`config.mk`:
```
export PLATFORM = sky130hd
export DESIGN_NAME = cddc_regs
export DESIGN_NICKNAME = d
export VERILOG_FILES = /design/src/rtl/cddc_pkg.sv /design/src/rtl/cddc_regs.sv
export SDC_FILE = /design/constraint.sdc
export NUM_CORES = 1
export LEC_CHECK = 0
export BUFFER_PORTS_ARGS = -buffer_cell sky130_fd_sc_hd__buf_2
export CAP_MARGIN = 10
export CORE_AREA = 2 2 117 119
export CTS_BUF_LIST = sky130_fd_sc_hd__clkbuf_4 sky130_fd_sc_hd__clkbuf_8 sky130_fd_sc_hd__clkbuf_16
export DETAILED_ROUTE_END_ITERATION = 10
export DIE_AREA = 0 0 119 121
export GPL_TIMING_DRIVEN = 0
export PLACE_DENSITY = 0.72
export SYNTH_ARGS = -nofsm -noshare
export SYNTH_HDL_FRONTEND = slang
export SYNTH_SLANG_ARGS = --single-unit
```
`constraint.sdc`:
```
create_clock -name i_clk -period 1.6 [get_ports i_clk]
set_clock_uncertainty 0.1 [all_clocks]
set_input_delay 0.24 -clock i_clk [delete_from_list [all_inputs] [get_ports i_clk]]
set_output_delay 0.24 -clock i_clk [all_outputs]
set_load 0.1 [all_outputs]
```
`src/rtl/cddc_pkg.sv`:
```
`default_nettype none
// ----------------------------------------------------------------------------
// cddc_pkg
// Shared types and constants for the click, double-click and drag classifier.
// ----------------------------------------------------------------------------
package cddc_pkg;

    localparam int unsigned DT_W     = 20;
    localparam int unsigned POS_W    = 16;
    localparam int unsigned MOVE_W   = 17;
    localparam int unsigned TRAVEL_W = 18;
    localparam int unsigned TIMER_W  = 32;
    localparam int unsigned CFG_W    = 32;
    localparam int unsigned SQ_W     = 36;
    localparam int unsigned ADDR_W   = 4;

    localparam logic [CFG_W-1:0] HOLD_LIMIT_RST = 32'd200000;
    localparam logic [CFG_W-1:0] GAP_LIMIT_RST  = 32'd100000;
    localparam logic [CFG_W-1:0] DRAG_DIST_RST  = 32'd9;
    localparam logic [CFG_W-1:0] GAP_DIST_RST   = 32'd1;

    typedef enum logic [1:0] {
        G_NONE   = 2'd0,
        G_CLICK  = 2'd1,
        G_DOUBLE = 2'd2,
        G_DRAG   = 2'd3
    } t_gesture;

    typedef enum logic [5:0] {
        PH_START       = 6'b000001,
        PH_FIRST_DOWN  = 6'b000010,
        PH_FIRST_UP    = 6'b000100,
        PH_SECOND_DOWN = 6'b001000,
        PH_SECOND_UP   = 6'b010000,
        PH_END         = 6'b100000
    } t_phase;

    typedef enum logic [1:0] {
        REG_HOLD_LIMIT = 2'd0,
        REG_GAP_LIMIT  = 2'd1,
        REG_DRAG_DIST  = 2'd2,
        REG_GAP_DIST   = 2'd3
    } t_reg_idx;

    typedef struct packed {
        logic [CFG_W-1:0] hold_limit_us;
        logic [CFG_W-1:0] gap_limit_us;
        logic [CFG_W-1:0] drag_dist_sq;
        logic [CFG_W-1:0] gap_dist_sq;
    } t_cfg;

    // One registered tick, with the pointer move already formed.
    typedef struct packed {
        logic [DT_W-1:0]          elapsed_us;
        logic                     button_down;
        logic signed [MOVE_W-1:0] move_x;
        logic signed [MOVE_W-1:0] move_y;
    } t_tick;

endpackage
`default_nettype wire

```
`src/rtl/cddc_regs.sv`:
```
`default_nettype none
// ----------------------------------------------------------------------------
// cddc_regs
// APB register file holding the time and distance limits.
// ----------------------------------------------------------------------------
module cddc_regs
    import cddc_pkg::*;
(
    input  wire logic              i_clk,
    input  wire logic              i_rst_n,
    input  wire logic              psel,
    input  wire logic              penable,
    input  wire logic              pwrite,
    input  wire logic [ADDR_W-1:0] paddr,
    input  wire logic [CFG_W-1:0]  pwdata,
    output logic      [CFG_W-1:0]  prdata,
    output logic                   pready,
    output t_cfg                   o_cfg
);

    t_cfg     r_cfg;
    t_cfg     n_cfg;
    t_reg_idx reg_idx;
    logic     wr_en;

    assign reg_idx = t_reg_idx'(paddr[ADDR_W-1:2]);
    assign wr_en   = psel && penable && pwrite;
    assign pready  = 1'b1;
    assign o_cfg   = r_cfg;

    always_comb begin
        n_cfg = r_cfg;
        if (wr_en) begin
            case (reg_idx)
                REG_HOLD_LIMIT: n_cfg.hold_limit_us = pwdata;
                REG_GAP_LIMIT:  n_cfg.gap_limit_us  = pwdata;
                REG_DRAG_DIST:  n_cfg.drag_dist_sq  = pwdata;
                REG_GAP_DIST:   n_cfg.gap_dist_sq   = pwdata;
                default:        n_cfg = r_cfg;
            endcase
        end
    end

    always_comb begin
        case (reg_idx)
            REG_HOLD_LIMIT: prdata = r_cfg.hold_limit_us;
            REG_GAP_LIMIT:  prdata = r_cfg.gap_limit_us;
            REG_DRAG_DIST:  prdata = r_cfg.drag_dist_sq;
            REG_GAP_DIST:   prdata = r_cfg.gap_dist_sq;
            default:        prdata = '0;
        endcase
    end

    always_ff @(posedge i_clk) begin
        if (!i_rst_n) begin
            r_cfg.hold_limit_us <= HOLD_LIMIT_RST;
            r_cfg.gap_limit_us  <= GAP_LIMIT_RST;
            r_cfg.drag_dist_sq  <= DRAG_DIST_RST;
            r_cfg.gap_dist_sq   <= GAP_DIST_RST;
        end else begin
            r_cfg <= n_cfg;
        end
    end

endmodule
`default_nettype wire

```
---- Word-level counts from Yosys, hierarchy flattened ----
Index checks and enable logic that the tools add are counted.
cells by class
  muxes and demuxes ....................... 1
  equal/unequal tests ..................... 3
  reductions and logical operators ........ 7
operators by type and width
  cell                                                              count
  32-bit case mux with 4 select lines                               1
  2-bit AND reduction                                               4
  2-bit == test (second input constant)                             2
  2-bit by 1-bit == test with 1-bit output (second input constant)  1
  1-bit logical AND                                                 2
  2-bit zero test                                                   1
storage, ports and cells
  word-level logic and storage cells ...... 15
  flip-flop bits (word level) ............. 128

---- Longest topological paths before layout ----
  depth after elaboration ................. 3
  mapped depth ............................ 5

---- Worst setup path before layout ----
Ideal clock, no wire load.
  path type ............................... reg2out
  start ................................... register r_cfg (netlist bit o_cfg[74])
  end ..................................... output port prdata[10]
  data required time ...................... 1.260 ns
  setup slack ............................. -0.719 ns
  cell stages (with the launch flop) ...... 2
  arrival time ............................ 1.979 ns
  cell sequence ........................... dfxtp_1 mux4_1
on the way
  cells in the longest elaborated chain, start to end .. 1
RTL lines
  element                              RTL line         source
  from (decl)                          cddc_regs.sv:21  t_cfg r_cfg;
  from (signal assigned)               cddc_regs.sv:61  r_cfg <= n_cfg;
  32-bit case mux with 4 select lines  cddc_regs.sv:45  case (reg_idx)
  to (decl)                            cddc_regs.sv:16  output logic [CFG_W-1:0] prdata,
Every way passes these cells.

---- Final worst setup path ----
  start ................................... register r_cfg (netlist bit o_cfg[11])
  end ..................................... output port prdata[11]
Same word-level chain as after synthesis.

==> flow_summary.json <==
{
  "status": "finished, violations left",
  "failed_checks": "setup timing",
  "holdCritPathClass": "input pin to flip-flop",
  "synthXorXnorAreaFrac_pct": 0,
  "synth_area_leader_cell": "dfxtp_1",
  "dominant_combinational_cell_family_by_area_after_synthesis": "multiplexers",
  "ir_drop_worst_case_vdd_uv": 677,
  "timing_hold_violations_final": 0,
  "insertion_delay_ns": 0.42,
  "drt-vias-per-instance": 5.19,
  "met3_wirelength_mm": 1.27,
  "worst_slack_ns": -0.220,
  "crit_path_start": "o_cfg[11]$_SDFFE_PN0P_",
  "rr_startpoint": "o_cfg[29]$_SDFFE_PN0P_",
  "drt_first_pass_iters": 5,
  "setup.worst_path.start_class": "flip-flop",
  "global_route_wire_length_before_repair_mm": 26.9,
  "wl_met1_mm": 7.17,
  "grt_antenna_before_repair": 0,
  "diodes": 0,
  "clk_transition_reported_paths_ns": 0.06,
  "cts-buffers-inserted": 17,
  "fin_nets": 774,
  "gr-total-overflow": 0,
  "dp_hpwl_mm": 12.4,
  "io_pins": 202,
  "timing.critical_path.fanout_max": 2,
  "power_density_mw_per_mm2": 932,
  "grt.total_usage_pct": 24.8,
  "netlist.area_leader.share_pct": 44.5,
  "postRouteWirelength_mm": 17.6,
  "critPathCaptureType": "primary output",
  "max_cap_violations": 0,
  "yosys_register_bits": 128,
  "route.antenna.remaining_nets": 0,
  "worst-setup-path-type": "flip-flop to primary output",
  "timing.final.crit_share_pct": 114,
  "post_synthesis_average_cell_area_um2": 11.3,
  "core_region_area_mm2": 0.0131,
  "wl_met2_mm": 8.71,
  "rr_worst_depth": 3,
  "critical_path.endpoint": "prdata[11]",
  "topRoutingLayerUsed": "met4",
  "fin_util_pct": 63.7,
  "post_route_drc": 0,
  "max_slew.worst_pin.slew_ns": 0.684,
  "r2r-end": "o_cfg[29]$_SDFFE_PN0P_",
  "timing.slew.headroom_pct": 54.4,
  "finalCriticalPeriod_ns": 1.82,
  "cp.arrival_ns": 1.48,
  "yosysWarningCount": 0,
  "leakagePower_uw": 0.00370,
  "placementRows": 42,
  "placement.io_buffers": 195,
  "timing.reg2reg.setup_slack_ns": 0.77,
  "synth_cell_type_count": 20,
  "synth_compound_area_share_pct": 0,
  "synth_area_leaders": "dfxtp_1 (44%), mux2i_1 (22%), nand2_1 (9.4%)",
  "largest_register_ff_count": 128,
  "cts.htree.levels": 4,
  "synth_cells": 509,
  "design.die.area_mm2": 0.0144,
  "setup_repair_after_global_routing_missed_its_margin": "yes",
  "tritoncts_clock_tree": "done",
  "critPathRequiredTime_ns": 1.26,
  "area_growth_from_synthesis_to_layout_pct": 44.6,
  "initial_standard_cell_utilization_of_the_core_pct": 44.0,
  "timing.hold.ws_ns": 0.00561,
  "fmaxAchievable_mhz": 549,
  "synth_nets": 550,
  "routed_wire_length_per_instance_um": 19.1,
  "cts_root_buf": "clkbuf_16",
  "setup-violations-final": 32,
  "synth_seq_area_share_pct": 44.5,
  "post_route_cells_drive_above_1_share_pct": 57.4,
  "grt_pass1_vias": 4981,
  "grt_start_max_net_pins": 17,
  "netlist_area_mm2": 0.00576,
  "synth_fa_ha_area_share_pct": 0,
  "drtIter0Drc": 198,
  "synthMuxAreaShare_pct": 35.7,
  "floorplan.die.height_um": 121,
  "cts.sink_count": 128,
  "dr_total_vias": 4782,
  "place_congestion": 0.822,
  "synth_simple_gate_area_share_pct": 13.7,
  "cts_buffer_depth": 2,
  "die_width_um": 119,
  "slew_viol_final": 0
}
-- cell usage after synthesis --
cell / count
nand2_1: 145
dfxtp_1: 128
mux2i_1: 128
nor2b_1: 27
mux4_2: 17
mux4_1: 15
buf_6: 13
buf_2: 10
clkbuf_1: 7
buf_4: 3
buf_8: 3
buf_1: 2
clkbuf_8: 2
nand3_2: 2
nor3b_2: 2
and3_1: 1
buf_12: 1
conb_1: 1
nand3b_2: 1
nor3_4: 1
-- layout by cell type (no fill, tap or decap), types with 2 or more instances in the layout --
cell and instances:
buf_1 2, buf_8 4, nand2_1 145, buf_6 34
nor3b_2 2, buf_2 168, buf_4 11, dfxtp_4 128
dlygate4sd3_1 5, nor2b_1 27, clkinv_2 5, clkbuf_4 8
nand3_2 2, mux2i_1 128, buf_12 11, mux4_2 32
clkbuf_16 19, clkbuf_1 7
-- routing by layer --
layer	up-vias	global-route usage (%)
met2	203	42.0
met1	2330	29.3
met3	37	6.58
met4	0	11.5
li1	2212	-
met5	-	0
-- cell families after synthesis --
group         count (synthesis)
flops                       128
simple gates                179
buf+inv                      41
mux                         160
other cells                   1
-- critical path: stages, from the launching register on --
cell     delay (ns)
dfxtp_4        0.33
mux4_2         0.52
buf_12         0.20
-- power breakdown --
part | internal [uW] | switching, uW
combinational | 315 | 840
sequential | 3050 | 32.2
clock | 2200 | 1330
total | 5560 | 2200
-- metrics by stage --
stage	setup WS, ns	total power [uW]	cell area, um^2	instances	TNS [ns]
after floorplan	-0.0163	4000	6250	509	-0.314
after global placement	-0.164	4230	7450	880	-3.23
after detailed placement	-0.165	4240	7450	880	-3.35
after CTS	-0.228	7810	8280	919	-6.01
after global routing	-0.238	8010	8330	921	-6.60
final	-0.220	7760	8330	921	-5.80
-- how the worst min path moves through the flow --
stage                     slack (ns)  cells after the start              startpoint                endpoint
final                          0.006                      3              pwdata[15]  o_cfg[79]$_SDFFE_PN1P_
after detailed placement        0.37                      2  o_cfg[96]$_SDFFE_PN0P_  o_cfg[96]$_SDFFE_PN0P_
after floorplan                 0.29                      2              pwdata[10]  o_cfg[10]$_SDFFE_PN0P_
after global placement          0.36                      2  o_cfg[54]$_SDFFE_PN0P_  o_cfg[54]$_SDFFE_PN0P_
after global routing           0.007                      3              pwdata[16]  o_cfg[16]$_SDFFE_PN0P_
after CTS                      0.002                      3              pwdata[15]  o_cfg[79]$_SDFFE_PN1P_
-- what timing repair did --
item                                    in CTS  in global routing
endpoints found under the setup margin      32                 32
buffers inserted                             3                  2
gates resized for setup                     71                  9
pin swaps                                    0                  0
endpoints found under the hold margin        5                  0
hold buffers                                 5                  0
-- layout make-up --
cell class	instances	area (um^2)
clock buffer	23	470
buffer	41	412
multi-input combinational	340	2800
tap	176	220
timing repair buffer	205	1320
sequential	128	3040
clock inverter	8	66.3
fill	1048	4750
Power figures use the tool's default switching activity.
