`src/rtl/cddc_pkg.sv`:
```
`default_nettype none
// ----------------------------------------------------------------------------
// cddc_pkg
// Shared types and constants for the click, double-click and drag classifier.
// ----------------------------------------------------------------------------
package cddc_pkg;

    localparam int unsigned DT_W     = 20;
    localparam int unsigned POS_W    = 16;
    localparam int unsigned MOVE_W   = 17;
    localparam int unsigned TRAVEL_W = 18;
    localparam int unsigned TIMER_W  = 32;
    localparam int unsigned CFG_W    = 32;
    localparam int unsigned SQ_W     = 36;
    localparam int unsigned ADDR_W   = 4;

    localparam logic [CFG_W-1:0] HOLD_LIMIT_RST = 32'd200000;
    localparam logic [CFG_W-1:0] GAP_LIMIT_RST  = 32'd100000;
    localparam logic [CFG_W-1:0] DRAG_DIST_RST  = 32'd9;
    localparam logic [CFG_W-1:0] GAP_DIST_RST   = 32'd1;

    typedef enum logic [1:0] {
        G_NONE   = 2'd0,
        G_CLICK  = 2'd1,
        G_DOUBLE = 2'd2,
        G_DRAG   = 2'd3
    } t_gesture;

    typedef enum logic [5:0] {
        PH_START       = 6'b000001,
        PH_FIRST_DOWN  = 6'b000010,
        PH_FIRST_UP    = 6'b000100,
        PH_SECOND_DOWN = 6'b001000,
        PH_SECOND_UP   = 6'b010000,
        PH_END         = 6'b100000
    } t_phase;

    typedef enum logic [1:0] {
        REG_HOLD_LIMIT = 2'd0,
        REG_GAP_LIMIT  = 2'd1,
        REG_DRAG_DIST  = 2'd2,
        REG_GAP_DIST   = 2'd3
    } t_reg_idx;

    typedef struct packed {
        logic [CFG_W-1:0] hold_limit_us;
        logic [CFG_W-1:0] gap_limit_us;
        logic [CFG_W-1:0] drag_dist_sq;
        logic [CFG_W-1:0] gap_dist_sq;
    } t_cfg;

    // One registered tick, with the pointer move already formed.
    typedef struct packed {
        logic [DT_W-1:0]          elapsed_us;
        logic                     button_down;
        logic signed [MOVE_W-1:0] move_x;
        logic signed [MOVE_W-1:0] move_y;
    } t_tick;

endpackage
`default_nettype wire

```
`src/rtl/cddc_in_if.sv`:
```
`default_nettype none
// ----------------------------------------------------------------------------
// cddc_in_if
// Input channel: one sampling tick per item.
// ----------------------------------------------------------------------------
interface cddc_in_if;
    logic               valid;
    logic               ready;
    logic [19:0]        elapsed_us;
    logic               button_down;
    logic signed [15:0] pointer_x;
    logic signed [15:0] pointer_y;

    modport source (
        output valid, elapsed_us, button_down, pointer_x, pointer_y,
        input  ready
    );
    modport sink (
        input  valid, elapsed_us, button_down, pointer_x, pointer_y,
        output ready
    );
endinterface
`default_nettype wire

```
`src/rtl/cddc_front.sv`:
```
`default_nettype none
// ----------------------------------------------------------------------------
// cddc_front
// Input register stage: captures a tick and forms the pointer move against
// the position of the previously accepted tick.
// ----------------------------------------------------------------------------
module cddc_front
    import cddc_pkg::*;
(
    input  wire logic  i_clk,
    input  wire logic  i_rst_n,
    cddc_in_if.sink    i_in,
    input  wire logic  i_take,
    output logic       o_valid,
    output t_tick      o_tick
);

    logic                    r_valid;
    t_tick                   r_tick;
    t_tick                   n_tick;
    logic signed [POS_W-1:0] r_prev_x;
    logic signed [POS_W-1:0] r_prev_y;
    logic                    accept;

    assign i_in.ready = !r_valid || i_take;
    assign accept     = i_in.valid && i_in.ready;
    assign o_valid    = r_valid;
    assign o_tick     = r_tick;

    always_comb begin
        n_tick.elapsed_us  = i_in.elapsed_us;
        n_tick.button_down = i_in.button_down;
        n_tick.move_x      = {i_in.pointer_x[POS_W-1], i_in.pointer_x}
                           - {r_prev_x[POS_W-1], r_prev_x};
        n_tick.move_y      = {i_in.pointer_y[POS_W-1], i_in.pointer_y}
                           - {r_prev_y[POS_W-1], r_prev_y};
    end

    always_ff @(posedge i_clk) begin
        if (!i_rst_n) begin
            r_valid  <= 1'b0;
            r_prev_x <= '0;
            r_prev_y <= '0;
        end else begin
            if (accept) begin
                r_valid  <= 1'b1;
                r_prev_x <= i_in.pointer_x;
                r_prev_y <= i_in.pointer_y;
            end else if (i_take) begin
                r_valid <= 1'b0;
            end
        end
    end

    always_ff @(posedge i_clk) begin
        if (accept) begin
            r_tick <= n_tick;
        end
    end

endmodule
`default_nettype wire

```
`src/flat_wrapper.sv`:
```
// flat-port wrapper written by rule: the top's interface ports become plain ports
module cddc_front_flat import cddc_pkg::*;
  (i_clk, i_rst_n, i_take, o_valid, o_tick, i_in_valid, i_in_elapsed_us, i_in_button_down, i_in_pointer_x, i_in_pointer_y, i_in_ready);
  cddc_in_if i_in_i ();
  input  wire logic i_clk;
  input  wire logic i_rst_n;
  input  wire logic i_take;
  output logic o_valid;
  output t_tick o_tick;
  input wire logic [$bits(i_in_i.valid)-1:0] i_in_valid;
  input wire logic [$bits(i_in_i.elapsed_us)-1:0] i_in_elapsed_us;
  input wire logic [$bits(i_in_i.button_down)-1:0] i_in_button_down;
  input wire logic [$bits(i_in_i.pointer_x)-1:0] i_in_pointer_x;
  input wire logic [$bits(i_in_i.pointer_y)-1:0] i_in_pointer_y;
  output wire logic [$bits(i_in_i.ready)-1:0] i_in_ready;
  assign i_in_i.valid = i_in_valid;
  assign i_in_i.elapsed_us = i_in_elapsed_us;
  assign i_in_i.button_down = i_in_button_down;
  assign i_in_i.pointer_x = i_in_pointer_x;
  assign i_in_i.pointer_y = i_in_pointer_y;
  assign i_in_ready = i_in_i.ready;
  cddc_front u_core (.i_clk(i_clk), .i_rst_n(i_rst_n), .i_in(i_in_i), .i_take(i_take), .o_valid(o_valid), .o_tick(o_tick));
endmodule
```
`config.mk`:
```
export PLATFORM = sky130hd
export DESIGN_NAME = cddc_front_flat
export DESIGN_NICKNAME = d
export VERILOG_FILES = /design/src/rtl/cddc_pkg.sv /design/src/rtl/cddc_in_if.sv /design/src/rtl/cddc_front.sv /design/src/flat_wrapper.sv
export SDC_FILE = /design/constraint.sdc
export NUM_CORES = 1
export LEC_CHECK = 0
export ABC_AREA = 1
export ABC_CLOCK_PERIOD_IN_PS = 1900
export BUFFER_PORTS_ARGS = -buffer_cell sky130_fd_sc_hd__buf_4
export CAP_MARGIN = 25
export CORE_ASPECT_RATIO = 1.75
export CORE_MARGIN = 3
export CORE_UTILIZATION = 49
export CTS_CLUSTER_DIAMETER = 120
export DETAILED_ROUTE_END_ITERATION = 8
export HOLD_SLACK_MARGIN = 0.05
export PLACE_DENSITY_LB_ADDON = 0.05
export SETUP_SLACK_MARGIN = 0.2
export SLEW_MARGIN = 10
export SYNTH_ARGS = -nofsm -noshare
export SYNTH_HDL_FRONTEND = slang
export SYNTH_SLANG_ARGS = --single-unit
```
`constraint.sdc`:
```
create_clock -name i_clk -period 1.9 [get_ports i_clk]
set_input_delay 0.095 -clock i_clk [delete_from_list [all_inputs] [get_ports i_clk]]
set_output_delay 0.095 -clock i_clk [all_outputs]
set_load 0.05 [all_outputs]
```
* Word-level counts from Yosys, hierarchy flattened *
Cells that the tools add are included.

word-level totals
  flip-flop bits (word level) = 88
  bits of input ports = 57
  output and inout bits = 57

operators by class
  $add $sub $neg = 2
  multiplexer cells = 2
  reductions and logical operators = 4

operators by type and width
  kind                 count
  $sub A16 B16 Y17     2
  $mux W1              2
  $reduce_bool A2 Y1   1
  $logic_and A1 B1 Y1  1
  $logic_not A1 Y1     1
  $logic_or A1 B1 Y1   1

* Depth between registers and ports, before layout *
  word-level depth = 4
  gate-level depth with buffers = 12
  mapped depth without buffers = 12

* Worst setup path before layout *
Ideal clock, no wire load.

  path type = reg-to-reg
  from = register u_core.r_valid (netlist: u_core.o_valid)
  to = register u_core.r_tick, in the netlist u_core.o_tick[0], enable pin
  library setup time = 0.412 ns
  arrival time = 2.258 ns
  required time = 1.488 ns
  setup slack = -0.769 ns
  stages on the path, launching flop included = 4
  buffers on the path = 0
  period minus slack after synthesis = 2.669 ns
  path through = dfxtp_1 -> nand2_1 -> nand2_2 -> inv_1

between the ends
  word-level cells in the longest chain between the ends = 3

ends and longest elaborated chain
  element                   line                RTL
  start: declaration        cddc_front.sv:18    logic r_valid;
  start signal: assignment  cddc_front.sv:41    r_valid <= 1'b0;
  start signal: assignment  cddc_front.sv:46    r_valid <= 1'b1;
  start signal: assignment  cddc_front.sv:50    r_valid <= 1'b0;
  $logic_not A1 Y1          cddc_front.sv:25    assign i_in.ready = !r_valid || i_take;
  $logic_or A1 B1 Y1        cddc_front.sv:25
  net i_in_ready            flat_wrapper.sv:15  output wire logic [$bits(i_in_i.ready)-1:0] i_in_ready;
  $logic_and A1 B1 Y1       cddc_front.sv:26    assign accept = i_in.valid && i_in.ready;
  net u_core.accept         cddc_front.sv:23    logic accept;
  end signal: assignment    cddc_front.sv:57    r_tick <= n_tick;
  end: declaration          cddc_front.sv:19    t_tick r_tick;

The timed path passes the listed nets, and every way through them passes these cells.
A chain may end at the register's enable or synchronous reset.

==> flow_summary_export.csv <==
group,metric,value,unit
routing,drt_iter0_markers,201,
routing,viasPerCell,4.93,
synthesis,yosys_warnings,0,
worst_setup_path,worstPathRequired,2070,ps
synthesis,avgSynthCellArea,8.02,µm²
timing,skew,5.72,ps
status,status,"completed",
routing,drt_pass1_iterations,4,
global_routing,antenna_found_initial,0,
cts,path_clk_slew,60,ps
pwr,p_leak,0.00339,µW
synthesis,synthDistinctLibCells,20,
worst_setup_path,endpoint_kind,"flip-flop",
cts,cts_sinks,88,
pwr,power_density,864,nW/µm²
worst_setup_path,worstPathMaxFanout,3,
routing,wire_per_inst,14.0,µm
place,port_buffers,113,
worst_setup_path,cpMostUsedCell,"nand2_4",
cts,h-tree-depth,3,
timing,worst_slew_pin_slew,476,ps
final_layout,drive_gt1_share,30.4,%
pwr,peakVddDrop,0.557,mV
synthesis,synth_nets,691,
worst_hold_path,hp-class,"in2reg",
routing,drt-total-wl,12300,µm
timing,worst_slew_margin_rel,68.3,%
final_layout,final_nets,846,
synthesis,synthCells,600,
worst_setup_path,critPathKind,"reg2reg",
global_routing,grt_usage,21.6,%
synthesis,synth_edf_count,55,
worst_setup_path,path_depth,9,
synthesis,ys_async_sr_fraction,0,%
synthesis,synth-seq-cells,88,
worst_setup_path,critical_path.slowest_cell,"fa_2",
synthesis,synth.top_cell.area_share,34.3,%
worst_setup_path,crit_family,"adder cells",
synthesis,netlist_area,4810,µm²
worst_hold_path,hold_path_depth,3,
floorplanning,start_util,50.5,%
cts,cts_tree,"yes",
worst_setup_path,slowest_delay,350,ps
synthesis,synth_ff_type,"edfxtp_1",
place,placedCellCount,829,
timing,finalCritPeriodShare,90.8,%
timing,finalMaxSlewViolations,0,
floorplanning,dieHeight,137,µm
routing,drcViolationCount,0,
synthesis,yosysMostFrequentCell,"nand2_1",
final_layout,diodes,0,
synthesis,yosys.area.top_type,"edfxtp_1",
timing,setup_viol,0,
timing,hold_violations,0,
synthesis,synthTopCellsByCount,"184 x nand2_1, 130 x inv_1, 55 x edfxtp_1",
routing,postRouteAntennaNets,0,
cts,cts_made_buffers,9,
cts,cts_root_buf,"clkbuf_16",
synthesis,seq_area_frac_synth,48.0,%
timing,fmaxAchievable,579,MHz
place,dp_hpwl,8430,µm
worst_setup_path,path_buf_inv,2,
worst_setup_path,cp-start-kind,"flip-flop",
worst_setup_path,cp.arrival,1890,ps
worst_setup_path,reg2reg_depth,9,
floorplanning,die_x,80.9,µm
run,cap_viol_max_count,0,
cts,clock_latency,340,ps
floorplanning,coreArea,9530,µm²
synthesis,synthTopCellsByArea,"edfxtp_1 34%, nand2_1 14%, dfxtp_1 14%",
global_routing,grt-ovfl-total,0,
place,gp_congestion,0.913,
final_layout,area_growth,44.0,%
timing,period_needed,1730,ps
cts,clk_path_buf_depth,2,
global_routing,grt_max_degree,52,
global_routing,grt_pass1_wl,18400,µm
timing,whs,54.0,ps
worst_setup_path,crit_chain,"ha_4 -> fa_2 -> inv_2 -> nand2_2 -> nand2_4 -> nand3_4 -> nand2_4 -> buf_4 -> xor2_1",
routing,num_vias,4346,
floorplanning,io_pins,114,
floorplanning,die_area,11100,µm²
floorplanning,placement_rows,47,
pwr,power,5990,µW
timing,rsz0062_at_grt,"yes",
global_routing,grt_pass1_vias,4190,
final_layout,final-instance-count-excl-fill,882,
final_layout,final.fill_count,741,
==> metrics by stage <==
step           utilization [%]  setup WS [ps]  TNS [ps]  area, µm²
6_report                  72.7            174         0       6930
5_1_grt                   72.7            119         0       6930
4_1_cts                   68.6            185         0       6540
3_5_place_dp              61.2           54.6         0       5830
3_3_place_gp              61.2           96.6         0       5830
2_1_floorplan                -          -4.19     -8.37       4850
==> sequential cells by signal, summed over array words and instances (netlist names) <==
name	cells
u_core.o_tick	55
u_core.r_prev_x	16
u_core.r_prev_y	16
u_core.o_valid	1
==> tightest hold or removal path: cells and delay by family <==
kind / cells / cell delay [ps]
buffers and inverters: 1 / 80
AO/OA/AOI/OAI: 2 / 180
==> what timing repair did <==
item,4_1_cts,5_1_grt
setup buffers,5,4
endpoints found under the hold margin,28,0
endpoints found under the setup margin,14,20
resized for setup,32,65
hold buffers,28,0
pin swaps,8,13
==> layout by cell type, fill, tap and decap left out, drive strengths merged <==
| cell type | instances |
|---|---|
| nand2 | 190 |
| inv | 132 |
| buf | 125 |
| edfxtp | 55 |
| a21oi | 52 |
| dfxtp | 33 |
| o21ai | 32 |
| ha | 32 |
| dlygate4sd3 | 28 |
| nand3 | 23 |
| nor2 | 15 |
| clkbuf | 10 |
| xor2 | 9 |
| nor3 | 8 |
| xnor2 | 5 |
| or2 | 3 |
| clkinv | 3 |
| clkinvlp | 2 |
| fa | 2 |
| a21boi | 1 |
==> routing by layer <==
layer	track usage [%]	up-vias	part of all wire, %
met4	11.6	0	3.8
met1	21.4	2001	35
met3	3.43	33	4.5
met2	41.2	116	57
met5	0	-	0
li1	-	2196	-
==> final cells by class <==
cell class	count	area [µm²]	area share, %
flip-flops and latches	88	2320	33.5
multi-input cells	372	2470	35.6
clock inverters	6	42.5	0.614
well taps	122	153	2.20
inverters	131	495	7.15
clock buffers	10	229	3.30
repair buffers	153	1220	17.6
==> worst paths after layout <==
check / start / end / slack (ps)
max: u_core.r_prev_y[0] / u_core.o_tick[8] / 170
min: i_in_pointer_x[15] / u_core.r_prev_x[15] / 50
max reg2reg: u_core.r_prev_y[0] / u_core.o_tick[8] / 170
min reg2reg: u_core.r_prev_y[4] / u_core.r_prev_y[4] / 460
==> kinds of logic after synthesis <==
logic type | after synthesis | share of synthesized area (%)
AO/OA/AOI/OAI | 85 | 8.89
XOR/XNOR | 14 | 2.55
adder cells (fa/ha/maj) | 34 | 9.15
buffers and inverters | 140 | 11.0
flip-flops | 88 | 48.0
AND/OR/NAND/NOR | 239 | 20.3
==> power by group <==
group	switching (µW)	leakage, µW	internal [µW]	total (µW)
Sequential	58.4	0.000810	2280	2330
Clock	719	0.000131	890	1610
Combinational	1310	0.00244	737	2050
Total	2090	0.00339	3900	5990
(Power assumes the default switching activity.)
